--- src/rtl/sre_pkg.sv ---
// Shared constants and types of the serpentine scan run-length encoder.
package sre_pkg;

    localparam int ROWS       = 16;
    localparam int COLS       = 16;
    localparam int PIXEL_BITS = 8;

    localparam int VALUE_W = 8;
    localparam int LEN_W   = 9;
    localparam int COL_W   = (COLS > 1) ? $clog2(COLS) : 1;
    localparam int ROW_W   = (ROWS > 1) ? $clog2(ROWS) : 1;

    localparam logic [VALUE_W-1:0] PIX_MASK =
        (PIXEL_BITS >= VALUE_W) ? {VALUE_W{1'b1}} : VALUE_W'((1 << PIXEL_BITS) - 1);
    localparam logic [LEN_W-1:0] COUNT_MAX = {LEN_W{1'b1}};
    localparam logic [COL_W-1:0] COL_LAST  = COL_W'(COLS - 1);
    localparam logic [ROW_W-1:0] ROW_LAST  = ROW_W'(ROWS - 1);

    // One element offered to the run coder.
    typedef struct packed {
        logic               valid;
        logic [VALUE_W-1:0] value;
        logic               last;
    } feed_t;

    // Access to the odd-row buffer.
    typedef struct packed {
        logic               wr_en;
        logic [COL_W-1:0]   wr_addr;
        logic [VALUE_W-1:0] wr_data;
        logic               rd_en;
        logic [COL_W-1:0]   rd_addr;
    } buf_req_t;

    typedef enum logic [1:0] {
        ST_ACCEPT = 2'b01,
        ST_REPLAY = 2'b10
    } scan_state_t;

endpackage

--- src/rtl/serpentine_scan_rle_encoder.sv ---
// Top level: frame position, serpentine replay sequencer, row buffer and run coder.
//
//  Channel  Direction  Content
//  s_axis   in         tdata[7:0] pixel
//  m_axis   out        tdata[7:0] run_value, tdata[16:8] run_length; tlast frame_end
//
// Pixels of even rows pass straight to the coder, one item per cycle while the coder is ready.
// Pixels of odd rows are written to the row buffer at one item per cycle; after
// the last pixel of an odd row the buffer is read back reversed, first one registered
// read, then one element a cycle while the coder takes them, with no input taken.
// The coder stalls while the output register is full and m_axis_tready is low; a
// frame whose last element opens a new run holds the final pair pending, and no input is taken until it is sent.
// Reset is synchronous, active low, and returns to the first pixel of a frame.
module serpentine_scan_rle_encoder
    import sre_pkg::*;
(
    input  logic        aclk,
    input  logic        aresetn,
    input  logic        s_axis_tvalid,
    output logic        s_axis_tready,
    input  logic [7:0]  s_axis_tdata,   // [7:0] pixel
    output logic        m_axis_tvalid,
    input  logic        m_axis_tready,
    output logic [23:0] m_axis_tdata,   // [7:0] run_value, [16:8] run_length
    output logic        m_axis_tlast    // frame_end
);

    scan_state_t        state_reg, state_next;
    logic [COL_W-1:0]   col_reg, col_next;
    logic [ROW_W-1:0]   row_reg, row_next;
    logic [COL_W-1:0]   k_reg, k_next;
    logic               data_valid_reg, data_valid_next;
    logic               odd_row, last_row, last_col;
    logic               in_fire, feed_fire, feed_ready;
    logic [VALUE_W-1:0] pixel, rd_data;
    feed_t              feed;
    buf_req_t           buf_req;
    logic [VALUE_W-1:0] run_value;
    logic [LEN_W-1:0]   run_length;

    assign pixel    = s_axis_tdata & PIX_MASK;
    assign odd_row  = row_reg[0];
    assign last_row = (row_reg == ROW_LAST);
    assign last_col = (col_reg == COL_LAST);

    assign s_axis_tready = (state_reg == ST_ACCEPT) && (odd_row || feed_ready);
    assign in_fire       = s_axis_tvalid && s_axis_tready;

    always_comb begin
        if (state_reg == ST_REPLAY) begin
            feed.valid = data_valid_reg;
            feed.value = rd_data;
            feed.last  = last_row && (k_reg == '0);
        end else begin
            feed.valid = s_axis_tvalid && !odd_row;
            feed.value = pixel;
            feed.last  = last_row && last_col;
        end
    end

    assign feed_fire = feed.valid && feed_ready;

    always_comb begin
        state_next      = state_reg;
        col_next        = col_reg;
        row_next        = row_reg;
        k_next          = k_reg;
        data_valid_next = data_valid_reg;
        buf_req.wr_en   = in_fire && odd_row;
        buf_req.wr_addr = col_reg;
        buf_req.wr_data = pixel;
        buf_req.rd_en   = 1'b0;
        buf_req.rd_addr = k_reg;

        case (state_reg)
            ST_ACCEPT: begin
                if (in_fire) begin
                    if (!last_col) begin
                        col_next = col_reg + COL_W'(1);
                    end else begin
                        col_next = '0;
                        if (odd_row) begin
                            // Row complete in the buffer: replay it from the right.
                            state_next      = ST_REPLAY;
                            k_next          = COL_LAST;
                            data_valid_next = 1'b0;
                        end else begin
                            row_next = last_row ? '0 : row_reg + ROW_W'(1);
                        end
                    end
                end
            end
            ST_REPLAY: begin
                if (!data_valid_reg) begin
                    buf_req.rd_en   = 1'b1;
                    data_valid_next = 1'b1;
                end else if (feed_fire) begin
                    if (k_reg == '0) begin
                        state_next      = ST_ACCEPT;
                        data_valid_next = 1'b0;
                        row_next        = last_row ? '0 : row_reg + ROW_W'(1);
                    end else begin
                        // Fetch the next element while this one enters the coder.
                        buf_req.rd_en   = 1'b1;
                        buf_req.rd_addr = k_reg - COL_W'(1);
                        k_next          = k_reg - COL_W'(1);
                    end
                end
            end
            default: begin
                state_next = ST_ACCEPT;
            end
        endcase
    end

    always_ff @(posedge aclk) begin
        if (!aresetn) begin
            state_reg      <= ST_ACCEPT;
            col_reg        <= '0;
            row_reg        <= '0;
            k_reg          <= '0;
            data_valid_reg <= 1'b0;
        end else begin
            state_reg      <= state_next;
            col_reg        <= col_next;
            row_reg        <= row_next;
            k_reg          <= k_next;
            data_valid_reg <= data_valid_next;
        end
    end

    sre_row_buf u_row_buf (
        .aclk    (aclk),
        .req     (buf_req),
        .rd_data (rd_data)
    );

    sre_coder u_coder (
        .aclk       (aclk),
        .aresetn    (aresetn),
        .feed       (feed),
        .feed_ready (feed_ready),
        .out_valid  (m_axis_tvalid),
        .out_ready  (m_axis_tready),
        .out_value  (run_value),
        .out_length (run_length),
        .out_end    (m_axis_tlast)
    );

    assign m_axis_tdata = {7'd0, run_length, run_value};

endmodule

--- src/rtl/sre_row_buf.sv ---
// Odd-row buffer: one synchronous memory with a registered read port.
module sre_row_buf
    import sre_pkg::*;
(
    input  logic               aclk,
    input  buf_req_t           req,
    output logic [VALUE_W-1:0] rd_data
);

    logic [VALUE_W-1:0] mem [COLS];
    logic [VALUE_W-1:0] rd_data_reg;

    always_ff @(posedge aclk) begin
        if (req.wr_en) begin
            mem[req.wr_addr] <= req.wr_data;
        end
        if (req.rd_en) begin
            rd_data_reg <= mem[req.rd_addr];
        end
    end

    assign rd_data = rd_data_reg;

endmodule

--- src/rtl/sre_coder.sv ---
// Run-length coder with an output register and room for one pending final run.
module sre_coder
    import sre_pkg::*;
(
    input  logic               aclk,
    input  logic               aresetn,
    input  feed_t              feed,
    output logic               feed_ready,
    output logic               out_valid,
    input  logic               out_ready,
    output logic [VALUE_W-1:0] out_value,
    output logic [LEN_W-1:0]   out_length,
    output logic               out_end
);

    logic               out_valid_reg, out_valid_next;
    logic [VALUE_W-1:0] out_value_reg, out_value_next;
    logic [LEN_W-1:0]   out_length_reg, out_length_next;
    logic               out_end_reg, out_end_next;
    logic [VALUE_W-1:0] open_value_reg, open_value_next;
    logic [LEN_W-1:0]   open_count_reg, open_count_next;
    logic               pend_reg, pend_next;
    logic               out_free;
    logic               close_old;
    logic [VALUE_W-1:0] run_value;
    logic [LEN_W-1:0]   run_count;

    assign out_free   = !out_valid_reg || out_ready;
    assign feed_ready = out_free && !pend_reg;

    always_comb begin
        out_valid_next  = out_valid_reg && !out_ready;
        out_value_next  = out_value_reg;
        out_length_next = out_length_reg;
        out_end_next    = out_end_reg;
        open_value_next = open_value_reg;
        open_count_next = open_count_reg;
        pend_next       = pend_reg;
        close_old       = 1'b0;
        run_value       = feed.value;
        run_count       = LEN_W'(1);

        if (open_count_reg != '0 && feed.value == open_value_reg) begin
            run_value = open_value_reg;
            run_count = (open_count_reg == COUNT_MAX) ? COUNT_MAX
                                                      : open_count_reg + LEN_W'(1);
        end else if (open_count_reg != '0) begin
            close_old = 1'b1;
        end

        if (pend_reg && out_free) begin
            // The final run held back behind the run it closed.
            out_valid_next  = 1'b1;
            out_value_next  = open_value_reg;
            out_length_next = open_count_reg;
            out_end_next    = 1'b1;
            open_value_next = '0;
            open_count_next = '0;
            pend_next       = 1'b0;
        end else if (feed.valid && feed_ready) begin
            if (close_old) begin
                out_valid_next  = 1'b1;
                out_value_next  = open_value_reg;
                out_length_next = open_count_reg;
                out_end_next    = 1'b0;
                open_value_next = run_value;
                open_count_next = run_count;
                pend_next       = feed.last;
            end else if (feed.last) begin
                out_valid_next  = 1'b1;
                out_value_next  = run_value;
                out_length_next = run_count;
                out_end_next    = 1'b1;
                open_value_next = '0;
                open_count_next = '0;
            end else begin
                open_value_next = run_value;
                open_count_next = run_count;
            end
        end
    end

    always_ff @(posedge aclk) begin
        if (!aresetn) begin
            out_valid_reg  <= 1'b0;
            open_value_reg <= '0;
            open_count_reg <= '0;
            pend_reg       <= 1'b0;
        end else begin
            out_valid_reg  <= out_valid_next;
            open_value_reg <= open_value_next;
            open_count_reg <= open_count_next;
            pend_reg       <= pend_next;
        end
        out_value_reg  <= out_value_next;
        out_length_reg <= out_length_next;
        out_end_reg    <= out_end_next;
    end

    assign out_valid  = out_valid_reg;
    assign out_value  = out_value_reg;
    assign out_length = out_length_reg;
    assign out_end    = out_end_reg;

endmodule

--- config.mk ---
export PLATFORM = sky130hd
export DESIGN_NAME = serpentine_scan_rle_encoder
export DESIGN_NICKNAME = d
export VERILOG_FILES = /design/src/rtl/sre_pkg.sv /design/src/rtl/serpentine_scan_rle_encoder.sv /design/src/rtl/sre_row_buf.sv /design/src/rtl/sre_coder.sv
export SDC_FILE = /design/constraint.sdc
export NUM_CORES = 1
export LEC_CHECK = 0
export BUFFER_PORTS_ARGS = -buffer_cell sky130_fd_sc_hd__buf_2
export CORE_MARGIN = 4
export CORE_UTILIZATION = 56
export DETAILED_ROUTE_END_ITERATION = 10
export GPL_ROUTABILITY_DRIVEN = 1
export HOLD_SLACK_MARGIN = 0.03
export PLACE_DENSITY = 0.76
export SLEW_MARGIN = 20
export SYNTH_ARGS = -nofsm -noshare
export SYNTH_HDL_FRONTEND = slang
export SYNTH_SLANG_ARGS = --single-unit
--- constraint.sdc ---
create_clock -name aclk -period 4 [get_ports aclk]
set_clock_uncertainty 0.2 [all_clocks]
set_input_delay 0.2 -clock aclk [delete_from_list [all_inputs] [get_ports aclk]]
set_output_delay 0.2 -clock aclk [all_outputs]
set_load 0.02 [all_outputs]
Yosys cells after proc, flatten, opt, wreduce, memory -nomap -nowiden
Memory sizes are Yosys's and may differ from the RTL's. A register that Yosys moved wholly into a read port is not among the register bits.
Index checks and enable logic that the tools add are counted.
{"block": "word_totals", "memories": 1, "in_bits": 12, "mem_bits_rw": 128, "out_inout_bits": 27, "register_bits": 52, "elab_cells": 127}
{"block": "op_classes", "n_bitwise": 1, "n_addsub": 4, "n_eq_ne": 14, "muxes": 61, "n_reduce_logical": 33}
{"name": "u_row_buf.mem", "depth": 16, "width": 8, "rd": 1, "rd_ports_with_merged_regs": 1, "write_ports": 1, "line": "sre_row_buf.sv:10", "text": "logic [VALUE_W-1:0] mem [COLS];"}
{"operator": "two-way mux 9 bit", "n": 8}
{"operator": "two-way mux 4 bit", "n": 15}
{"operator": "two-way mux 8 bit", "n": 7}
{"operator": "two-way mux 1 bit", "n": 17}
{"operator": "case mux 4 bit (2 select lines)", "n": 2}
{"operator": "two-way mux 5 bit", "n": 3}
{"operator": "!= test 2 bit (second input constant)", "n": 7}
{"operator": "AND reduction 7 bit", "n": 2}
{"operator": "two-way mux 2 bit", "n": 6}
{"operator": "AND reduction 6 bit", "n": 2}
{"operator": "logical AND 1 bit", "n": 11}
{"operator": "two-way mux 10 bit", "n": 1}
{"operator": "adder 9 x 1 -> 9 bit (second input constant)", "n": 1}
{"operator": "== test 9 bit (second input constant)", "n": 1}
{"operator": "nonzero test 9 bit", "n": 1}
{"operator": "adder 4 x 1 -> 4 bit (second input constant)", "n": 2}
{"operator": "== test 4 bit (second input constant)", "n": 2}
{"operator": "== test 8 bit", "n": 1}
{"operator": "AND reduction 2 bit", "n": 4}
{"operator": "nonzero test 2 bit", "n": 3}
{"operator": "logical NOT 1 bit", "n": 4}
{"operator": "logical NOT 4 bit", "n": 1}
{"operator": "case mux 2 bit (2 select lines)", "n": 1}
{"operator": "AND reduction 4 bit", "n": 1}
{"operator": "9 further kinds", "n": 10}

Depth between registers and ports, before layout
{"block": "logic_depth", "ltp_word": 10, "ltp_mapped": 13, "mapped_depth_nobuf": 8}

By module
Synthesis repeated with hierarchy kept, for this count alone.
{"block": "hier_totals", "cells_unflattened": 556, "hier_area_um2": 8170.3}
{"module": "sre_row_buf", "instances": 1, "cells_each": 229, "seq_area_each_um2": 4083.9, "area_per_inst_um2": 5227.5}
{"module": "sre_coder", "instances": 1, "cells_each": 180, "seq_area_each_um2": 910.9, "area_per_inst_um2": 1858.0}
{"module": "serpentine_scan_rle_encoder", "instances": 1, "cells_each": 147, "seq_area_each_um2": 300.3, "area_per_inst_um2": 1084.8}

Least setup slack after synthesis
No wires, ideal clock.
{"block": "synth_path", "path_type": "register -> register", "start": "register k_reg[1]", "end": "register u_coder.out_length_reg[0] (netlist: u_coder.out_length[0]), enable pin", "t_required_ns": 3.399, "slack_ns": 0.309, "path_stages_with_launch": 12, "path_buffers": 5, "setup_ns": 0.401, "synth_period_minus_slack_ns": 3.691, "arrival_ns": 3.090, "path_cell_list": "dfxtp_1 buf_2 buf_4 buf_2 buf_2 inv_1 ha_1 nor3b_2 mux2i_1 or2_2 clkbuf_1 a31oi_1"}
{"block": "synth_between", "elab_chain_cells": 5}
{"element": "start, declared", "line": "serpentine_scan_rle_encoder.sv:31", "text": "logic [COL_W-1:0] k_reg, k_next;"}
{"element": "start signal, assigned", "line": "serpentine_scan_rle_encoder.sv:127", "text": "k_reg <= k_next;"}
{"element": "logical NOT 4 bit", "line": "serpentine_scan_rle_encoder.sv:53", "text": "feed.last = last_row && (k_reg == '0);"}
{"element": "logical AND 1 bit", "line": "serpentine_scan_rle_encoder.sv:53"}
{"element": "two-way mux 10 bit", "line": "serpentine_scan_rle_encoder.sv:50", "text": "if (state_reg == ST_REPLAY) begin"}
{"element": "nonzero test 3 bit (no source line)"}
{"element": "AND reduction 2 bit (no source line)"}
{"element": "end signal, assigned", "line": "sre_coder.sv:96", "text": "out_length_reg <= out_length_next;"}
{"element": "end, declared", "line": "sre_coder.sv:18", "text": "logic [LEN_W-1:0] out_length_reg, out_length_next;"}
No other way between the ends.
A chain may end at the register's enable or synchronous reset.

Worst setup path in the final report
{"block": "layout_path", "start": "register k_reg[0]", "end": "register u_row_buf.rd_data_reg[7] (netlist: u_row_buf.rd_data[7]), read port of u_row_buf.mem, data pin"}
{"block": "layout_between", "elab_chain_cells": 5, "elab_cells_between_ends": 7, "classes_between": "1 x add/sub; 5 x mux; 1 x reduce/logical"}
{"element": "subtractor 4 x 1 -> 4 bit or logical NOT 4 bit (tied branches)", "line": "serpentine_scan_rle_encoder.sv:105, serpentine_scan_rle_encoder.sv:98"}
{"element": "two-way mux 5 bit", "line": "serpentine_scan_rle_encoder.sv:98", "text": "if (k_reg == '0) begin"}
{"element": "two-way mux 5 bit", "line": "serpentine_scan_rle_encoder.sv:97", "text": "end else if (feed_fire) begin"}
{"element": "two-way mux 4 bit or two-way mux 1 bit (tied branches)", "line": "serpentine_scan_rle_encoder.sv:94", "text": "if (!data_valid_reg) begin"}
{"element": "two-way mux 5 bit (*)", "line": "serpentine_scan_rle_encoder.sv:75", "text": "case (state_reg)"}
{"element": "end, declared", "line": "sre_row_buf.sv:11", "text": "logic [VALUE_W-1:0] rd_data_reg;"}
Mark *: on every way between the ends. The rest lies on a longest branch, timed or not.

==> report_table.html <==
<table>
<tr><th>Metric</th><th>Value</th></tr>
<tr><th colspan="2">Job</th></tr>
<tr><td>Reported max-cap violation count</td><td>0</td></tr>
<tr><th colspan="2">STA</th></tr>
<tr><td>Worst setup slack after layout</td><td>0.685 ns</td></tr>
<tr><td>Post-Route Setup TNS</td><td>0 ns</td></tr>
<tr><td>Fin crit share</td><td>0.829</td></tr>
<tr><td>Min Tclk post-route</td><td>3.32 ns</td></tr>
<tr><td>Worst hold slack</td><td>0.116 ns</td></tr>
<tr><td>Slew Limit Headroom</td><td>0.357</td></tr>
<tr><td>Worst-margin pin slew</td><td>0.965 ns</td></tr>
<tr><td>Number of hold-slack violations in the final timing report</td><td>0</td></tr>
<tr><td>Number of setup violations in the final report</td><td>0</td></tr>
<tr><td>RSZ-0062 raised after global routing</td><td>false</td></tr>
<tr><td>Final slew viol count</td><td>0</td></tr>
<tr><td>Fmax achieved</td><td>302 MHz</td></tr>
<tr><th colspan="2">Synth</th></tr>
<tr><td>Synth Warn #</td><td>0</td></tr>
<tr><td>Seq cells post-synth</td><td>188</td></tr>
<tr><td>Number of distinct standard cells referenced by the synthesized netlist</td><td>58</td></tr>
<tr><td>Register area share after synthesis</td><td>0.562</td></tr>
<tr><td>Share of synthesized registers carrying an async set or reset</td><td>0</td></tr>
<tr><td>Ys flop type</td><td>edfxtp_1</td></tr>
<tr><td>Number of instances in the synthesized netlist</td><td>716</td></tr>
<tr><td>Number of enable-type register cells in the synthesized netlist</td><td>153</td></tr>
<tr><td>Average footprint of a synthesized cell</td><td>13.1 sq um</td></tr>
<tr><td>Syn Std Cell Area</td><td>0.00942 sq mm</td></tr>
<tr><th colspan="2">Pwr</th></tr>
<tr><td>Peak supply drop</td><td>0.310 mV</td></tr>
<tr><td>Total net switching power</td><td>0.882 mW</td></tr>
<tr><td>Sequential share of power</td><td>0.528</td></tr>
<tr><td>Clock network fraction of design power</td><td>0.435</td></tr>
<tr><td>Net switching share of the total power</td><td>0.217</td></tr>
<tr><td>Lkg Pwr</td><td>3.51 nW</td></tr>
<tr><td>Pwr Density</td><td>390 mW/mm^2</td></tr>
<tr><td>Combinational share of power</td><td>0.038</td></tr>
<tr><td>Internal power component</td><td>3.18 mW</td></tr>
<tr><th colspan="2">Route</th></tr>
<tr><td>Detailed-route via count</td><td>6367</td></tr>
<tr><td>Final routed wirelength across all metal layers</td><td>21.7 mm</td></tr>
<tr><td>Average wire per cell in the routed design</td><td>22.3 um</td></tr>
<tr><td>Count of unresolved DRC violations after routing</td><td>0</td></tr>
<tr><td>Iteration count of the initial detailed-routing pass</td><td>5</td></tr>
<tr><td>Antenna violation net count after detailed routing</td><td>0</td></tr>
<tr><td>Vias per std cell</td><td>6.53</td></tr>
<tr><td>Detailed Route Iter0 Violations</td><td>775</td></tr>
<tr><th colspan="2">Outcome</th></tr>
<tr><td>Run status</td><td>finished, final reports clean</td></tr>
<tr><th colspan="2">CTS</th></tr>
<tr><td>Post-CTS resize count</td><td>0</td></tr>
<tr><td>Clock tree root driver cell</td><td>clkbuf_16</td></tr>
<tr><td>Worst-path clk slew</td><td>0.07 ns</td></tr>
<tr><td>Clock sink count</td><td>188</td></tr>
<tr><td>Longest Clk Path Bufs</td><td>2</td></tr>
<tr><td>Total clock buffers created by CTS</td><td>17</td></tr>
<tr><td>Hold-fix buffer count after cts</td><td>8</td></tr>
<tr><td>Post CTS Setup Buffer Count</td><td>0</td></tr>
<tr><td>Number of levels in the clock H-tree</td><td>4</td></tr>
<tr><td>TritonCTS clock tree</td><td>yes</td></tr>
<tr><td>Clk Latency, worst-skew pair</td><td>0.44 ns</td></tr>
<tr><th colspan="2">Floorplanning</th></tr>
<tr><td>Die outline area</td><td>0.0190 sq mm</td></tr>
<tr><td>IO Pins</td><td>39</td></tr>
<tr><td>Core area</td><td>0.0165 sq mm</td></tr>
<tr><td>Row cnt</td><td>47</td></tr>
<tr><td>Die span in x</td><td>138 um</td></tr>
<tr><td>Chip height</td><td>138 um</td></tr>
<tr><td>Starting Density</td><td>0.570</td></tr>
<tr><th colspan="2">Critical path</th></tr>
<tr><td>Origin of the critical flop-to-flop path</td><td>k_reg[0]</td></tr>
<tr><td>Critical path startpoint category</td><td>register</td></tr>
<tr><td>Sort of element at the end of the critical path</td><td>register</td></tr>
<tr><td>FF-to-FF path depth</td><td>7</td></tr>
<tr><td>Data arrival time of the worst path</td><td>3.28 ns</td></tr>
<tr><td>Worst reg2reg setup slack</td><td>0.68 ns</td></tr>
<tr><td>Critical Path Fanout Max</td><td>56</td></tr>
<tr><td>Worst EP required</td><td>3.97 ns</td></tr>
<tr><td>Critical path class</td><td>reg -&gt; reg</td></tr>
<tr><td>End of the worst register-to-register path</td><td>u_row_buf.rd_data[7]</td></tr>
<tr><th colspan="2">Layout</th></tr>
<tr><td>Area growth from synthesis to final layout</td><td>10.6%</td></tr>
<tr><td>Diode insertion count for antenna repair</td><td>0</td></tr>
<tr><td>Area used by multi-input combinational logic</td><td>0.00382 sq mm</td></tr>
<tr><td>Total of fill cells in the finished design</td><td>1206</td></tr>
<tr><td>Flip-flop count of the largest register after layout</td><td>128</td></tr>
<tr><td>Post-layout nets</td><td>763</td></tr>
<tr><td>Final Cell Area</td><td>0.0104 sq mm</td></tr>
<tr><td>Combined flip-flop and latch cell area</td><td>0.00530 sq mm</td></tr>
<tr><td>Fraction of layout instances using a drive strength above 1</td><td>0.189</td></tr>
<tr><th colspan="2">Hold path</th></tr>
<tr><td>Worst hold start</td><td>s_axis_tdata[6]</td></tr>
<tr><td>Destination of the worst hold path</td><td>u_row_buf.mem[6][6]</td></tr>
<tr><td>Tightest Hold Check Type</td><td>in -&gt; reg</td></tr>
<tr><td>Worst hold path cell count</td><td>2</td></tr>
<tr><th colspan="2">Placed design</th></tr>
<tr><td>Post-Place Worst Slack</td><td>0.723 ns</td></tr>
<tr><td>Post-detailed-placement half-perimeter wirelength</td><td>14.3 mm</td></tr>
<tr><td>DP Area</td><td>0.00972 sq mm</td></tr>
<tr><td>Final weighted congestion of routability-driven global placement</td><td>0.886</td></tr>
<tr><td>Count of buffers from port buffering</td><td>31</td></tr>
<tr><th colspan="2">GRT</th></tr>
<tr><td>Leftover overflow at the end of global routing</td><td>0</td></tr>
<tr><td>Number of antenna violations at the first check in global routing</td><td>0</td></tr>
<tr><td>Total routing resource utilization after global routing</td><td>0.241</td></tr>
<tr><td>First-pass GRT wire length</td><td>34.1 mm</td></tr>
<tr><td>Vias in the first global route</td><td>6217</td></tr>
<tr><td>Largest net degree at the start of global routing</td><td>57</td></tr>
</table>
[how the worst max path moves through the flow]
stage,from,end,cells after the start
after floorplan,k_reg[1],u_coder.out_length[0],11
after global placement,k_reg[0],u_row_buf.rd_data[2],7
after detailed placement,k_reg[0],u_row_buf.rd_data[2],7
after CTS,k_reg[0],u_row_buf.rd_data[2],7
after global routing,k_reg[0],u_row_buf.rd_data[3],7
final,k_reg[0],u_row_buf.rd_data[7],7
[cells in the final DEF (no fill, tap or decap), types with 4 or more instances in the layout]
master / instances
edfxtp_1: 153
nand2_1: 54
mux4_2: 50
nor2_1: 41
a21oi_1: 41
mux2i_1: 40
dfxtp_1: 33
a211oi_1: 31
buf_2: 31
inv_1: 20
xnor2_1: 18
nor2b_1: 17
clkbuf_16: 17
nor3_1: 15
a31oi_1: 13
buf_4: 13
and2_1: 12
o21ai_0: 11
o22ai_1: 10
nand3_1: 8
or4_1: 8
a221oi_1: 8
ha_1: 8
dlygate4sd3_1: 8
conb_1: 7
inv_6: 7
nand4_1: 6
nand2b_1: 6
nor4_1: 5
or2_2: 4
a21boi_0: 4
o21a_1: 4
[synthesized netlist by cell type, drive strengths merged (2+ instances only)]
cell type,instances,area (sq um)
a211oi,31,233
a21boi,4,30.0
a21o,2,15.0
a21oi,41,205
a221oi,8,70.1
a311oi,2,17.5
a31oi,14,87.6
a41oi,2,17.5
and2,12,75.1
and3,3,18.8
and3b,2,17.5
and4,2,17.5
buf,33,196
clkbuf,18,68.8
dfxtp,35,701
edfxtp,153,4590
ha,9,113
inv,20,75.1
mux2i,40,400
mux4,50,1130
nand2,54,203
nand2b,6,37.5
nand3,8,40.0
nand3b,3,22.5
nand4,7,58.8
nand4b,2,17.5
nor2,41,154
nor2b,17,106
nor3,18,95.1
nor4,5,31.3
o21a,4,30.0
o21ai,11,55.1
o22ai,10,62.6
or2,4,25.0
or3,3,18.8
or4,8,60.1
xnor2,18,158
[power by group through the flow]
stage / sequential [mW] / clock [mW] / combinational [mW]
6_report: 2.14 / 1.77 / 0.153
5_1_grt: 2.14 / 1.88 / 0.169
4_1_cts: 2.14 / 1.78 / 0.152
3_5_place_dp: 2.19 / 0 / 0.145
3_3_place_gp: 2.19 / 0 / 0.140
2_1_floorplan: 2.19 / 0 / 0.0838
[per-layer routing]
layer / GRT usage / vias to the layer above / share of wire
met5: 0 / - / 0
met1: 0.318 / 3136 / 0.41
met3: 0.0446 / 58 / 0.074
met4: 0.0820 / 0 / 0.024
met2: 0.404 / 336 / 0.49
li1: - / 2837 / -
[critical path, stage by stage, from the launching register on]
cell and delay [ns]:
dfxtp_2 0.32, buf_4 0.67, nor3_1 0.25, nand3b_1 0.14, a21boi_0 0.08, nor2_1 0.61, o22ai_1 0.22, or4_1 0.54
[kinds of logic after synthesis]
group                      synth area share
muxes                                 0.163
xor gates and xnor gates             0.0167
and+or+nand+nor                       0.110
other                              0.000398
buffers and inverters                0.0361
DFF                                   0.562
AOI/OAI and AO/OA                    0.0987
adders and majority gates            0.0120
[area by class of cell]
class	instances	share of cell area
Tap cell	220	0.0264
Clock inverter	14	0.0173
Sequential cell	188	0.509
Clock buffer	18	0.0412
Timing Repair Buffer	52	0.0320
Inverter	20	0.00721
Multi-Input combinational cell	463	0.367
[stage by stage]
stage / std cells / util / power [mW]
floorplan: 722 / - / 2.28
finish: 975 / 0.630 / 4.06
global route: 975 / 0.630 / 4.19
detailed placement: 935 / 0.588 / 2.33
CTS: 975 / 0.630 / 4.07
global placement: 935 / 0.588 / 2.33
Power figures use the tool's default switching activity.
